### src/design/frame_header_deframer_assert.svh
// ----------------------------------------------------------------------------
// frame header deframer assertion macros
// concurrent checks clocked on aclk and held off while aresetn is low
// ----------------------------------------------------------------------------
`ifndef FRAME_HEADER_DEFRAMER_ASSERT_SVH
`define FRAME_HEADER_DEFRAMER_ASSERT_SVH

// consequence holds in the same cycle as the condition
`define FHD_ASSERT_SAME(lbl, ante, cons, msg) \
    lbl: assert property (@(posedge aclk) disable iff (!aresetn) (ante) |-> (cons)) \
        else $error(msg);

// consequence holds in the cycle after the condition
`define FHD_ASSERT_NEXT(lbl, ante, cons, msg) \
    lbl: assert property (@(posedge aclk) disable iff (!aresetn) (ante) |=> (cons)) \
        else $error(msg);

`endif

### src/design/fhd_pkg.sv
// ----------------------------------------------------------------------------
// fhd_pkg
// shared types, codes and constants of the frame header deframer
// ----------------------------------------------------------------------------
`timescale 1ns / 1ps

package fhd_pkg;

    // header geometry
    localparam int HEADER_BYTES = 32;
    localparam int POS_W        = $clog2(HEADER_BYTES);
    localparam logic [POS_W-1:0] LAST_POS     = POS_W'(HEADER_BYTES - 1);
    localparam logic [POS_W-1:0] OFS_VERSION  = POS_W'(4);
    localparam logic [POS_W-1:0] OFS_TYPE     = POS_W'(6);
    localparam logic [POS_W-1:0] OFS_FLAGS    = POS_W'(8);
    localparam logic [POS_W-1:0] OFS_META     = POS_W'(12);
    localparam logic [POS_W-1:0] OFS_PAYLOAD  = POS_W'(16);
    localparam logic [POS_W-1:0] OFS_STREAM   = POS_W'(24);

    // header + payload + metadata needs one carry bit above 64
    localparam int SUM_W      = 65;
    localparam int TYPE_IDX_W = 6;

    // parser phases
    localparam logic [1:0] PH_HEADER = 2'd0;
    localparam logic [1:0] PH_BODY   = 2'd1;
    localparam logic [1:0] PH_ERROR  = 2'd2;

    // result kinds
    localparam logic [1:0] KIND_HEADER  = 2'd0;
    localparam logic [1:0] KIND_META    = 2'd1;
    localparam logic [1:0] KIND_PAYLOAD = 2'd2;
    localparam logic [1:0] KIND_ERROR   = 2'd3;

    // error codes
    localparam logic [2:0] ERR_MAGIC    = 3'd0;
    localparam logic [2:0] ERR_VERSION  = 3'd1;
    localparam logic [2:0] ERR_TYPE     = 3'd2;
    localparam logic [2:0] ERR_META_BIG = 3'd3;
    localparam logic [2:0] ERR_PAY_BIG  = 3'd4;
    localparam logic [2:0] ERR_OVERFLOW = 3'd5;
    localparam logic [2:0] ERR_FRAME_BIG = 3'd6;

    // configuration register indexes
    localparam int CFG_IDX_W = 3;
    localparam logic [CFG_IDX_W-1:0] CFG_MAGIC     = 3'd0;
    localparam logic [CFG_IDX_W-1:0] CFG_VERSION   = 3'd1;
    localparam logic [CFG_IDX_W-1:0] CFG_TYPE_MASK = 3'd2;
    localparam logic [CFG_IDX_W-1:0] CFG_MAX_META  = 3'd3;
    localparam logic [CFG_IDX_W-1:0] CFG_MAX_PAY   = 3'd4;
    localparam logic [CFG_IDX_W-1:0] CFG_MAX_FRAME = 3'd5;

    typedef struct packed {
        logic [31:0] magic_word;
        logic [15:0] expected_version;
        logic [63:0] known_type_mask;
        logic [31:0] max_metadata_len;
        logic [63:0] max_payload_len;
        logic [63:0] max_frame_len;
    } cfg_t;

    localparam cfg_t CFG_RESET = '{
        magic_word:       32'h5244_4654,
        expected_version: 16'd1,
        known_type_mask:  '1,
        max_metadata_len: 32'd65536,
        max_payload_len:  '1,
        max_frame_len:    '1
    };

    // header fields the validity check looks at
    typedef struct packed {
        logic [31:0] magic;
        logic [15:0] version;
        logic [15:0] msg_type;
        logic [31:0] metadata_len;
        logic [63:0] payload_len;
    } hdr_t;

    typedef struct packed {
        logic       bad;
        logic [2:0] code;
    } chk_t;

    typedef struct packed {
        logic [1:0]  kind;
        logic [7:0]  byte_value;
        logic [2:0]  error_code;
        logic [15:0] msg_type;
        logic [31:0] frame_flags;
        logic [31:0] metadata_len;
        logic [63:0] payload_len;
        logic [63:0] stream_ident;
        logic        last;
    } result_t;

endpackage

### src/design/fhd_cfg_regs.sv
// ----------------------------------------------------------------------------
// fhd_cfg_regs
// configuration register file with a one-cycle hold flag after each write
// ----------------------------------------------------------------------------
`timescale 1ns / 1ps

module fhd_cfg_regs (
    input  logic                          aclk,
    input  logic                          aresetn,
    input  logic                          cfg_valid,
    output logic                          cfg_ready,
    input  logic [fhd_pkg::CFG_IDX_W-1:0] cfg_index,
    input  logic [63:0]                   cfg_data,
    output fhd_pkg::cfg_t                 cfg,
    output logic                          cfg_hold
);

    fhd_pkg::cfg_t cfg_reg, cfg_next;
    logic          hold_reg;
    logic          wr_en;

    assign cfg_ready = 1'b1;
    assign wr_en     = cfg_valid && cfg_ready;

    always_comb begin
        cfg_next = cfg_reg;
        if (wr_en) begin
            case (cfg_index)
                fhd_pkg::CFG_MAGIC:     cfg_next.magic_word       = cfg_data[31:0];
                fhd_pkg::CFG_VERSION:   cfg_next.expected_version = cfg_data[15:0];
                fhd_pkg::CFG_TYPE_MASK: cfg_next.known_type_mask  = cfg_data;
                fhd_pkg::CFG_MAX_META:  cfg_next.max_metadata_len = cfg_data[31:0];
                fhd_pkg::CFG_MAX_PAY:   cfg_next.max_payload_len  = cfg_data;
                fhd_pkg::CFG_MAX_FRAME: cfg_next.max_frame_len    = cfg_data;
                default: ;
            endcase
        end
    end

    always_ff @(posedge aclk) begin
        if (!aresetn) begin
            cfg_reg  <= fhd_pkg::CFG_RESET;
            hold_reg <= 1'b0;
        end else begin
            cfg_reg  <= cfg_next;
            hold_reg <= wr_en;
        end
    end

    assign cfg      = cfg_reg;
    assign cfg_hold = hold_reg;

endmodule

### src/design/fhd_hdr_check.sv
// ----------------------------------------------------------------------------
// fhd_hdr_check
// two-stage header validation: length sum, then prioritized limit checks
// ----------------------------------------------------------------------------
`timescale 1ns / 1ps

module fhd_hdr_check (
    input  logic          aclk,
    input  fhd_pkg::hdr_t hdr,
    input  fhd_pkg::cfg_t cfg,
    output fhd_pkg::chk_t chk
);

    logic [fhd_pkg::SUM_W-1:0] sum_reg, sum_next;
    fhd_pkg::chk_t             chk_reg, chk_next;
    logic                      type_known;

    assign sum_next = fhd_pkg::SUM_W'(fhd_pkg::HEADER_BYTES)
                    + fhd_pkg::SUM_W'(hdr.payload_len)
                    + fhd_pkg::SUM_W'(hdr.metadata_len);

    // types at or above the mask width are never known
    assign type_known = (hdr.msg_type[15:fhd_pkg::TYPE_IDX_W] == '0)
                     && cfg.known_type_mask[hdr.msg_type[fhd_pkg::TYPE_IDX_W-1:0]];

    always_comb begin
        chk_next.bad  = 1'b1;
        chk_next.code = fhd_pkg::ERR_MAGIC;
        if (hdr.magic != cfg.magic_word) begin
            chk_next.code = fhd_pkg::ERR_MAGIC;
        end else if (hdr.version != cfg.expected_version) begin
            chk_next.code = fhd_pkg::ERR_VERSION;
        end else if (!type_known) begin
            chk_next.code = fhd_pkg::ERR_TYPE;
        end else if (hdr.metadata_len > cfg.max_metadata_len) begin
            chk_next.code = fhd_pkg::ERR_META_BIG;
        end else if (hdr.payload_len > cfg.max_payload_len) begin
            chk_next.code = fhd_pkg::ERR_PAY_BIG;
        end else if (sum_reg[fhd_pkg::SUM_W-1]) begin
            chk_next.code = fhd_pkg::ERR_OVERFLOW;
        end else if (sum_reg[63:0] > cfg.max_frame_len) begin
            chk_next.code = fhd_pkg::ERR_FRAME_BIG;
        end else if (sum_reg[63]) begin
            chk_next.code = fhd_pkg::ERR_OVERFLOW;
        end else begin
            chk_next.bad  = 1'b0;
        end
    end

    always_ff @(posedge aclk) begin
        sum_reg <= sum_next;
        chk_reg <= chk_next;
    end

    assign chk = chk_reg;

endmodule

### src/design/fhd_out_skid.sv
// ----------------------------------------------------------------------------
// fhd_out_skid
// output register with a skid stage, registered ready toward the parser
// ----------------------------------------------------------------------------
`timescale 1ns / 1ps

module fhd_out_skid (
    input  logic             aclk,
    input  logic             aresetn,
    input  logic             in_valid,
    output logic             in_ready,
    input  fhd_pkg::result_t in_data,
    output logic             out_valid,
    input  logic             out_ready,
    output fhd_pkg::result_t out_data
);

    logic             out_valid_reg, skid_valid_reg;
    fhd_pkg::result_t out_data_reg, skid_data_reg;
    logic             out_free;

    assign out_free = out_ready || !out_valid_reg;
    assign in_ready = !skid_valid_reg;

    always_ff @(posedge aclk) begin
        if (!aresetn) begin
            out_valid_reg  <= 1'b0;
            skid_valid_reg <= 1'b0;
        end else if (out_free) begin
            if (skid_valid_reg) begin
                out_valid_reg  <= 1'b1;
                skid_valid_reg <= 1'b0;
            end else begin
                out_valid_reg  <= in_valid;
            end
        end else if (in_valid) begin
            skid_valid_reg <= 1'b1;
        end
    end

    always_ff @(posedge aclk) begin
        if (out_free) begin
            out_data_reg <= skid_valid_reg ? skid_data_reg : in_data;
        end else if (in_valid) begin
            skid_data_reg <= in_data;
        end
    end

    assign out_valid = out_valid_reg;
    assign out_data  = out_data_reg;

endmodule

### src/design/frame_header_deframer.sv
// a result shows on the m_ channel from the output register, or after it has waited in the skid register
// throughput: one byte per cycle while s_ready is high; a two-entry output register/skid keeps input moving
// s_ready drops for one cycle after each configuration write while the header check reloads
// reset (aresetn low, synchronous): header phase, position zero, output empty, config to defaults
// header field stores are not cleared by reset; each is written before it is read
// ----------------------------------------------------------------------------
// frame_header_deframer
// byte-stream parser for a fixed 32-byte big-endian frame header followed by
// a metadata and payload body, with header validation and sticky error
// ----------------------------------------------------------------------------
`timescale 1ns / 1ps

`include "frame_header_deframer_assert.svh"

module frame_header_deframer (
    input  logic                          aclk,
    input  logic                          aresetn,
    // input byte stream
    input  logic                          s_valid,
    output logic                          s_ready,
    input  logic [7:0]                    s_data_byte,
    // results
    output logic                          m_valid,
    input  logic                          m_ready,
    output logic [1:0]                    m_kind,
    output logic [7:0]                    m_byte_value,
    output logic [2:0]                    m_error_code,
    output logic [15:0]                   m_msg_type,
    output logic [31:0]                   m_frame_flags,
    output logic [31:0]                   m_metadata_len,
    output logic [63:0]                   m_payload_len,
    output logic [63:0]                   m_stream_ident,
    output logic                          m_last,
    // configuration writes
    input  logic                          cfg_valid,
    output logic                          cfg_ready,
    input  logic [fhd_pkg::CFG_IDX_W-1:0] cfg_index,
    input  logic [63:0]                   cfg_data
);

    // control state
    logic [1:0]                phase_reg, phase_next;
    logic [fhd_pkg::POS_W-1:0] pos_reg, pos_next;

    // header field stores, also the body down-counters
    logic [31:0] got_magic_reg, got_magic_next;
    logic [15:0] got_version_reg, got_version_next;
    logic [15:0] got_type_reg, got_type_next;
    logic [31:0] got_flags_reg, got_flags_next;
    logic [63:0] got_stream_reg, got_stream_next;
    logic [31:0] meta_left_reg, meta_left_next;
    logic [63:0] payload_left_reg, payload_left_next;

    fhd_pkg::cfg_t    cfg;
    logic             cfg_hold;
    fhd_pkg::hdr_t    hdr;
    fhd_pkg::chk_t    chk;
    fhd_pkg::result_t res, out_res;
    logic             res_valid;
    logic             res_ready;
    logic             s_accept;

    // body end detection without a decrement in the path
    logic meta_one, pay_zero, pay_one;

    // ------------------------------------------------------------------
    // configuration registers
    // ------------------------------------------------------------------
    fhd_cfg_regs u_cfg (
        .aclk      (aclk),
        .aresetn   (aresetn),
        .cfg_valid (cfg_valid),
        .cfg_ready (cfg_ready),
        .cfg_index (cfg_index),
        .cfg_data  (cfg_data),
        .cfg       (cfg),
        .cfg_hold  (cfg_hold)
    );

    // ------------------------------------------------------------------
    // header check runs ahead continuously; the checked fields are all
    // complete once header byte 23 is in, eight bytes before the last one
    // ------------------------------------------------------------------
    assign hdr.magic        = got_magic_reg;
    assign hdr.version      = got_version_reg;
    assign hdr.msg_type     = got_type_reg;
    assign hdr.metadata_len = meta_left_reg;
    assign hdr.payload_len  = payload_left_reg;

    fhd_hdr_check u_check (
        .aclk (aclk),
        .hdr  (hdr),
        .cfg  (cfg),
        .chk  (chk)
    );

    // input is taken whenever the skid has room, except right after a
    // config write so the check stage sees the new limits
    assign s_ready  = res_ready && !cfg_hold;
    assign s_accept = s_valid && s_ready;

    assign meta_one = (meta_left_reg == 32'd1);
    assign pay_zero = (payload_left_reg == '0);
    assign pay_one  = (payload_left_reg == 64'd1);

    // ------------------------------------------------------------------
    // per-byte parse
    // ------------------------------------------------------------------
    always_comb begin
        phase_next        = phase_reg;
        pos_next          = pos_reg;
        got_magic_next    = got_magic_reg;
        got_version_next  = got_version_reg;
        got_type_next     = got_type_reg;
        got_flags_next    = got_flags_reg;
        got_stream_next   = got_stream_reg;
        meta_left_next    = meta_left_reg;
        payload_left_next = payload_left_reg;
        res_valid         = 1'b0;
        res               = '0;

        if (s_accept) begin
            case (phase_reg)
                fhd_pkg::PH_HEADER: begin
                    // shift the byte into the field that owns this position
                    if (pos_reg < fhd_pkg::OFS_VERSION) begin
                        got_magic_next = {got_magic_reg[23:0], s_data_byte};
                    end else if (pos_reg < fhd_pkg::OFS_TYPE) begin
                        got_version_next = {got_version_reg[7:0], s_data_byte};
                    end else if (pos_reg < fhd_pkg::OFS_FLAGS) begin
                        got_type_next = {got_type_reg[7:0], s_data_byte};
                    end else if (pos_reg < fhd_pkg::OFS_META) begin
                        got_flags_next = {got_flags_reg[23:0], s_data_byte};
                    end else if (pos_reg < fhd_pkg::OFS_PAYLOAD) begin
                        meta_left_next = {meta_left_reg[23:0], s_data_byte};
                    end else if (pos_reg < fhd_pkg::OFS_STREAM) begin
                        payload_left_next = {payload_left_reg[55:0], s_data_byte};
                    end else begin
                        got_stream_next = {got_stream_reg[55:0], s_data_byte};
                    end

                    if (pos_reg == fhd_pkg::LAST_POS) begin
                        pos_next  = '0;
                        res_valid = 1'b1;
                        if (chk.bad) begin
                            // bad header: report once, then drop everything
                            res.kind       = fhd_pkg::KIND_ERROR;
                            res.error_code = chk.code;
                            res.last       = 1'b1;
                            phase_next     = fhd_pkg::PH_ERROR;
                        end else begin
                            res.kind         = fhd_pkg::KIND_HEADER;
                            res.msg_type     = got_type_reg;
                            res.frame_flags  = got_flags_reg;
                            res.metadata_len = meta_left_reg;
                            res.payload_len  = payload_left_reg;
                            res.stream_ident = got_stream_next;
                            // empty body closes the frame on the header record
                            if ((meta_left_reg == '0) && pay_zero) begin
                                res.last   = 1'b1;
                                phase_next = fhd_pkg::PH_HEADER;
                            end else begin
                                phase_next = fhd_pkg::PH_BODY;
                            end
                        end
                    end else begin
                        pos_next = pos_reg + 1'b1;
                    end
                end

                fhd_pkg::PH_BODY: begin
                    res_valid      = 1'b1;
                    res.byte_value = s_data_byte;
                    // metadata bytes come first, then payload bytes
                    if (meta_left_reg != '0) begin
                        res.kind       = fhd_pkg::KIND_META;
                        meta_left_next = meta_left_reg - 1'b1;
                        res.last       = meta_one && pay_zero;
                    end else begin
                        res.kind = fhd_pkg::KIND_PAYLOAD;
                        if (!pay_zero) begin
                            payload_left_next = payload_left_reg - 1'b1;
                        end
                        res.last = pay_one || pay_zero;
                    end
                    if (res.last) begin
                        phase_next = fhd_pkg::PH_HEADER;
                        pos_next   = '0;
                    end
                end

                // error phase and the unused code swallow every byte
                default: ;
            endcase
        end
    end

    // control registers
    always_ff @(posedge aclk) begin
        if (!aresetn) begin
            phase_reg <= fhd_pkg::PH_HEADER;
            pos_reg   <= '0;
        end else begin
            phase_reg <= phase_next;
            pos_reg   <= pos_next;
        end
    end

    // header stores and counters, written before they are read
    always_ff @(posedge aclk) begin
        got_magic_reg    <= got_magic_next;
        got_version_reg  <= got_version_next;
        got_type_reg     <= got_type_next;
        got_flags_reg    <= got_flags_next;
        got_stream_reg   <= got_stream_next;
        meta_left_reg    <= meta_left_next;
        payload_left_reg <= payload_left_next;
    end

    // ------------------------------------------------------------------
    // result register and skid stage
    // ------------------------------------------------------------------
    fhd_out_skid u_out (
        .aclk      (aclk),
        .aresetn   (aresetn),
        .in_valid  (res_valid),
        .in_ready  (res_ready),
        .in_data   (res),
        .out_valid (m_valid),
        .out_ready (m_ready),
        .out_data  (out_res)
    );

    assign m_kind         = out_res.kind;
    assign m_byte_value   = out_res.byte_value;
    assign m_error_code   = out_res.error_code;
    assign m_msg_type     = out_res.msg_type;
    assign m_frame_flags  = out_res.frame_flags;
    assign m_metadata_len = out_res.metadata_len;
    assign m_payload_len  = out_res.payload_len;
    assign m_stream_ident = out_res.stream_ident;
    assign m_last         = out_res.last;

    // ------------------------------------------------------------------
    // assertions
    // ------------------------------------------------------------------
    `FHD_ASSERT_NEXT(a_cfg_holds_input, cfg_valid && cfg_ready, !s_ready, "input taken right after a config write")
    `FHD_ASSERT_SAME(a_body_not_empty, phase_reg == fhd_pkg::PH_BODY, (meta_left_reg != '0) || (payload_left_reg != '0), "body phase with no bytes left")
    `FHD_ASSERT_SAME(a_pos_header_only, phase_reg != fhd_pkg::PH_HEADER, pos_reg == '0, "header position nonzero outside header phase")
    `FHD_ASSERT_SAME(a_body_after_header, (phase_reg == fhd_pkg::PH_BODY) && ($past(phase_reg) != fhd_pkg::PH_BODY), $past(res_valid) && ($past(res.kind) == fhd_pkg::KIND_HEADER), "body entered without a header record")
    `FHD_ASSERT_NEXT(a_error_sticky, phase_reg == fhd_pkg::PH_ERROR, phase_reg == fhd_pkg::PH_ERROR, "error phase left without reset")

endmodule

### config.mk
export PLATFORM = sky130hd
export DESIGN_NAME = frame_header_deframer
export DESIGN_NICKNAME = d
export VERILOG_FILES = /design/src/design/fhd_pkg.sv /design/src/design/fhd_cfg_regs.sv /design/src/design/fhd_hdr_check.sv /design/src/design/fhd_out_skid.sv /design/src/design/frame_header_deframer.sv
export VERILOG_INCLUDE_DIRS = /design/src /design/src/design
export SDC_FILE = /design/constraint.sdc
export NUM_CORES = 2
export LEC_CHECK = 0
export BUFFER_PORTS_ARGS = -buffer_cell sky130_fd_sc_hd__buf_2
export CORE_MARGIN = 2
export CORE_UTILIZATION = 55
export DETAILED_ROUTE_END_ITERATION = 10
export PLACE_DENSITY = 0.73
export SLEW_MARGIN = 30
export SYNTH_ARGS = -nofsm -noshare
export SYNTH_HDL_FRONTEND = slang
export SYNTH_SLANG_ARGS = --single-unit
### constraint.sdc
create_clock -name aclk -period 41.2 [get_ports aclk]
set_clock_uncertainty 0.1 [all_clocks]
set_input_delay 2.06 -clock aclk [delete_from_list [all_inputs] [get_ports aclk]]
set_output_delay 2.06 -clock aclk [all_outputs]
set_load 0.02 [all_outputs]
==> parameters.txt <==
Parameter                              Value

STA
  Top achievable clock speed ... 0.219 GHz
  Remaining max-slew budget at the tightest pin ... 34.8%
  Fin crit share ... 11.1%
  Minimum period implied by the final worst setup slack ... 4560 ps
  Worst-margin pin slew ... 978 ps
  Minimum setup slack in the final design ... 36,640 ps
  Final hold vios ... 0
  Final setup vio count ... 0
  Count of pins over their slew limit ... 0
  Final sum of negative setup slack ... 0 ps
  RSZ-0062 raised after global routing ... false

Synthesis
  Post-Synthesis Net Count ... 4,398
  Main flop type after synthesis ... edfxtp_1
  Cell area after synthesis ... 47,100 sq um
  Cells taking the most area after synthesis ... edfxtp_1 (45%), dfxtp_1 (15%), ha_1 (6.1%)
  Share of the yosys chip area belonging to registers ... 59.6%
  Synthesized instance count ... 4,087
  Count of distinct cell types in the synthesized netlist ... 69
  Yosys reg bits ... 1,051
  Largest area contributor in the netlist ... edfxtp_1
  Ys Warns ... 0
  Portion of synthesized cell area occupied by the leading cell type ... 44.7%
  Share of synthesized flip-flops with an asynchronous set or reset ... 0%
  Post-synthesis average cell area ... 11.5 sq um
  Number of flops mapped to enable cells by yosys ... 700

Place
  Placed wire-length estimate after detailed placement ... 79,900 um
  Instance area at placement ... 49,700 sq um
  Final weighted congestion in routability-driven placement ... 0.887
  Count of input and output buffers ... 303
  Worst Setup Slack post-DPL ... 35,960 ps

Global route
  First-pass GRT wire length ... 180,000 um
  Total global-route track usage ... 26.8%
  Overflow left after global routing ... 0
  Via count of the first global-routing pass ... 30,600
  Pin count of the biggest net entering global routing ... 146
  Antenna violations before repair ... 5

Critical path
  Kind of launch point of the worst setup path ... input pin
  Largest incremental delay on the critical path ... 650 ps
  WS Path Type ... input pin to flip-flop
  Largest fanout on the critical path ... 89
  Buffers and inverters on the worst path ... 4
  Family of cells with the greatest summed delay on the critical path ... buffers and inverters
  Critical-path cell with the highest stage delay ... buf_4
  Arrival time of the worst setup path ... 4730 ps
  Critical Path, Cell by Cell ... buf_2 > nand2b_4 > nor3_2 > buf_4 > buf_12 > buf_16
  Type of destination of the critical path ... flip-flop
  Data required time at the worst endpoint ... 41,370 ps

Die
  Number of rows in the core area ... 107
  Starting density of the core ... 55.4%
  Top Ports ... 305
  DIE AREA ... 87,900 sq um
  Die outline height ... 297 um
  Area of the core ... 85,000 sq um
  Horizontal die dimension ... 297 um

Power
  Leakage Power ... 23.0 nW
  VDD IR max ... 0.0000302 V
  Clock share of power ... 45.2%
  Internal Dissipation ... 1.72 mW
  Share of total power in sequential cells ... 52.1%
  Switching portion of total power ... 20.9%
  Switching pwr ... 0.453 mW
  Total power density per cell area ... 40.7 nW/um^2
  Combinational cell fraction of total power ... 2.7%

Drt
  Post-detailed-route count of antenna-violating nets ... 0
  Number of remaining DRC errors ... 0
  Post-detailed-routing wire length ... 119,000 um
  Via/cell ratio ... 5.79
  DR pass1 iterations ... 6
  WL per Instance ... 21.4 um
  Violation count after the first detailed-routing iteration ... 3,121
  Total vias in the final route ... 32,200

Final layout
  Synth-to-Final Area Change ... 13.2%
  Final instance area ... 53,300 sq um
  Share of layout cells above drive strength 1 ... 14.2%
  Most common library cell in the layout ignoring fill and taps ... edfxtp_1
  Final-stage net count ... 4,637
  Commonest cells after routing, fill and taps aside ... edfxtp_1 (700), nand2_1 (599), dfxtp_1 (350)
  Number of flip-flops under the largest register name ... 272

Clock network
  H-tree lvl count ... 3
  # Post-CTS Setup Buffers ... 0
  Root buf cell ... clkbuf_16
  Worst-Skew Late Latency ... 690 ps
  Number of buffers created by CTS ... 104
  Register clock-pin slew on the reported worst setup and hold paths ... 60 ps
  Clock tree from TritonCTS ... built
  Number of buffers inserted by hold repair at cts ... 0
  PostCTS Resize Cnt ... 0
  Number of sinks on the clock net ... 1,051
  Max clock buf depth ... 3

Run
  Max-cap violations ... 0

Hold path
  Type of the tightest min-delay check ... flip-flop to flip-flop

Run status
  Status ... complete, no violations
[final cells by class]
cell class                 count  area [sq um]
sequential                  1051         28100
fill                        6647         31700
tap                         1144          1430
timing repair buffer         342          1860
antenna                        2          5.00
clock inverter                40           522
inverter                     188           706
clock buffer                 155          3060
multi-input combinational   2639         17600
[final timing paths]
path                           from                       to  slack [ps]  cells after the start
hold reg to reg    got_flags_reg[6]        got_flags_reg[14]         330                      0
hold / removal     got_flags_reg[6]        got_flags_reg[14]         330                      0
setup / recovery            m_ready  u_out.skid_data_reg[90]       36640                      6
setup reg to reg  meta_left_reg[24]     payload_left_reg[26]       37000                      7
[metal layers]
layer | GRT usage [%] | vias to the layer above | wire length [um] | share of wire [%]
met3 | 4.98 | 217 | 9270 | 7.8
met4 | 9.84 | 8 | 3980 | 3.3
met2 | 41.3 | 1093 | 53900 | 45
met5 | 0 | - | 49 | 0.041
li1 | - | 15200 | - | -
met1 | 38.0 | 15700 | 52000 | 44
[kinds of logic after synthesis]
group | Yosys count | share of synthesized area [%]
adder cells (fa/ha/maj) | 231 | 6.16
flip-flops | 1051 | 59.6
buffers and inverters | 397 | 3.20
XOR/XNOR | 195 | 3.63
other | 1 | 0.00797
AND/OR/NAND/NOR | 1331 | 13.6
multiplexers | 92 | 2.45
AO/OA/AOI/OAI | 789 | 11.4
[cells in the mapped netlist, types with 77 or more instances]
| master | n |
|---|---|
| o211ai_1 | 136 |
| a21oi_1 | 126 |
| o21ai_0 | 124 |
| nor2_1 | 121 |
| a21o_1 | 246 |
| xor2_1 | 77 |
| nand2_1 | 602 |
| xnor2_1 | 118 |
| and2_1 | 218 |
| ha_1 | 230 |
| edfxtp_1 | 700 |
| dfxtp_1 | 351 |
| clkbuf_1 | 201 |
| nand3_1 | 119 |
| inv_1 | 188 |
[stage by stage]
stage	utilization, %	instances	total power [mW]	hold WS (ps)
3_5_place_dp	58.4	5364	1.21	324
3_3_place_gp	58.4	5363	1.21	323
5_1_grt	62.7	5559	2.23	349
6_report	62.7	5561	2.17	334
4_1_cts	62.6	5559	2.18	339
2_1_floorplan	-	4087	1.18	317
[power groups by stage]
stage	Clock, mW	Combinational, mW	Sequential, mW
after floorplan	0	0.0328	1.15
after global placement	0	0.0562	1.15
after detailed placement	0	0.0575	1.15
after CTS	0.995	0.0580	1.13
after global routing	1.04	0.0641	1.13
final	0.981	0.0587	1.13
(Power assumes the default switching activity.)
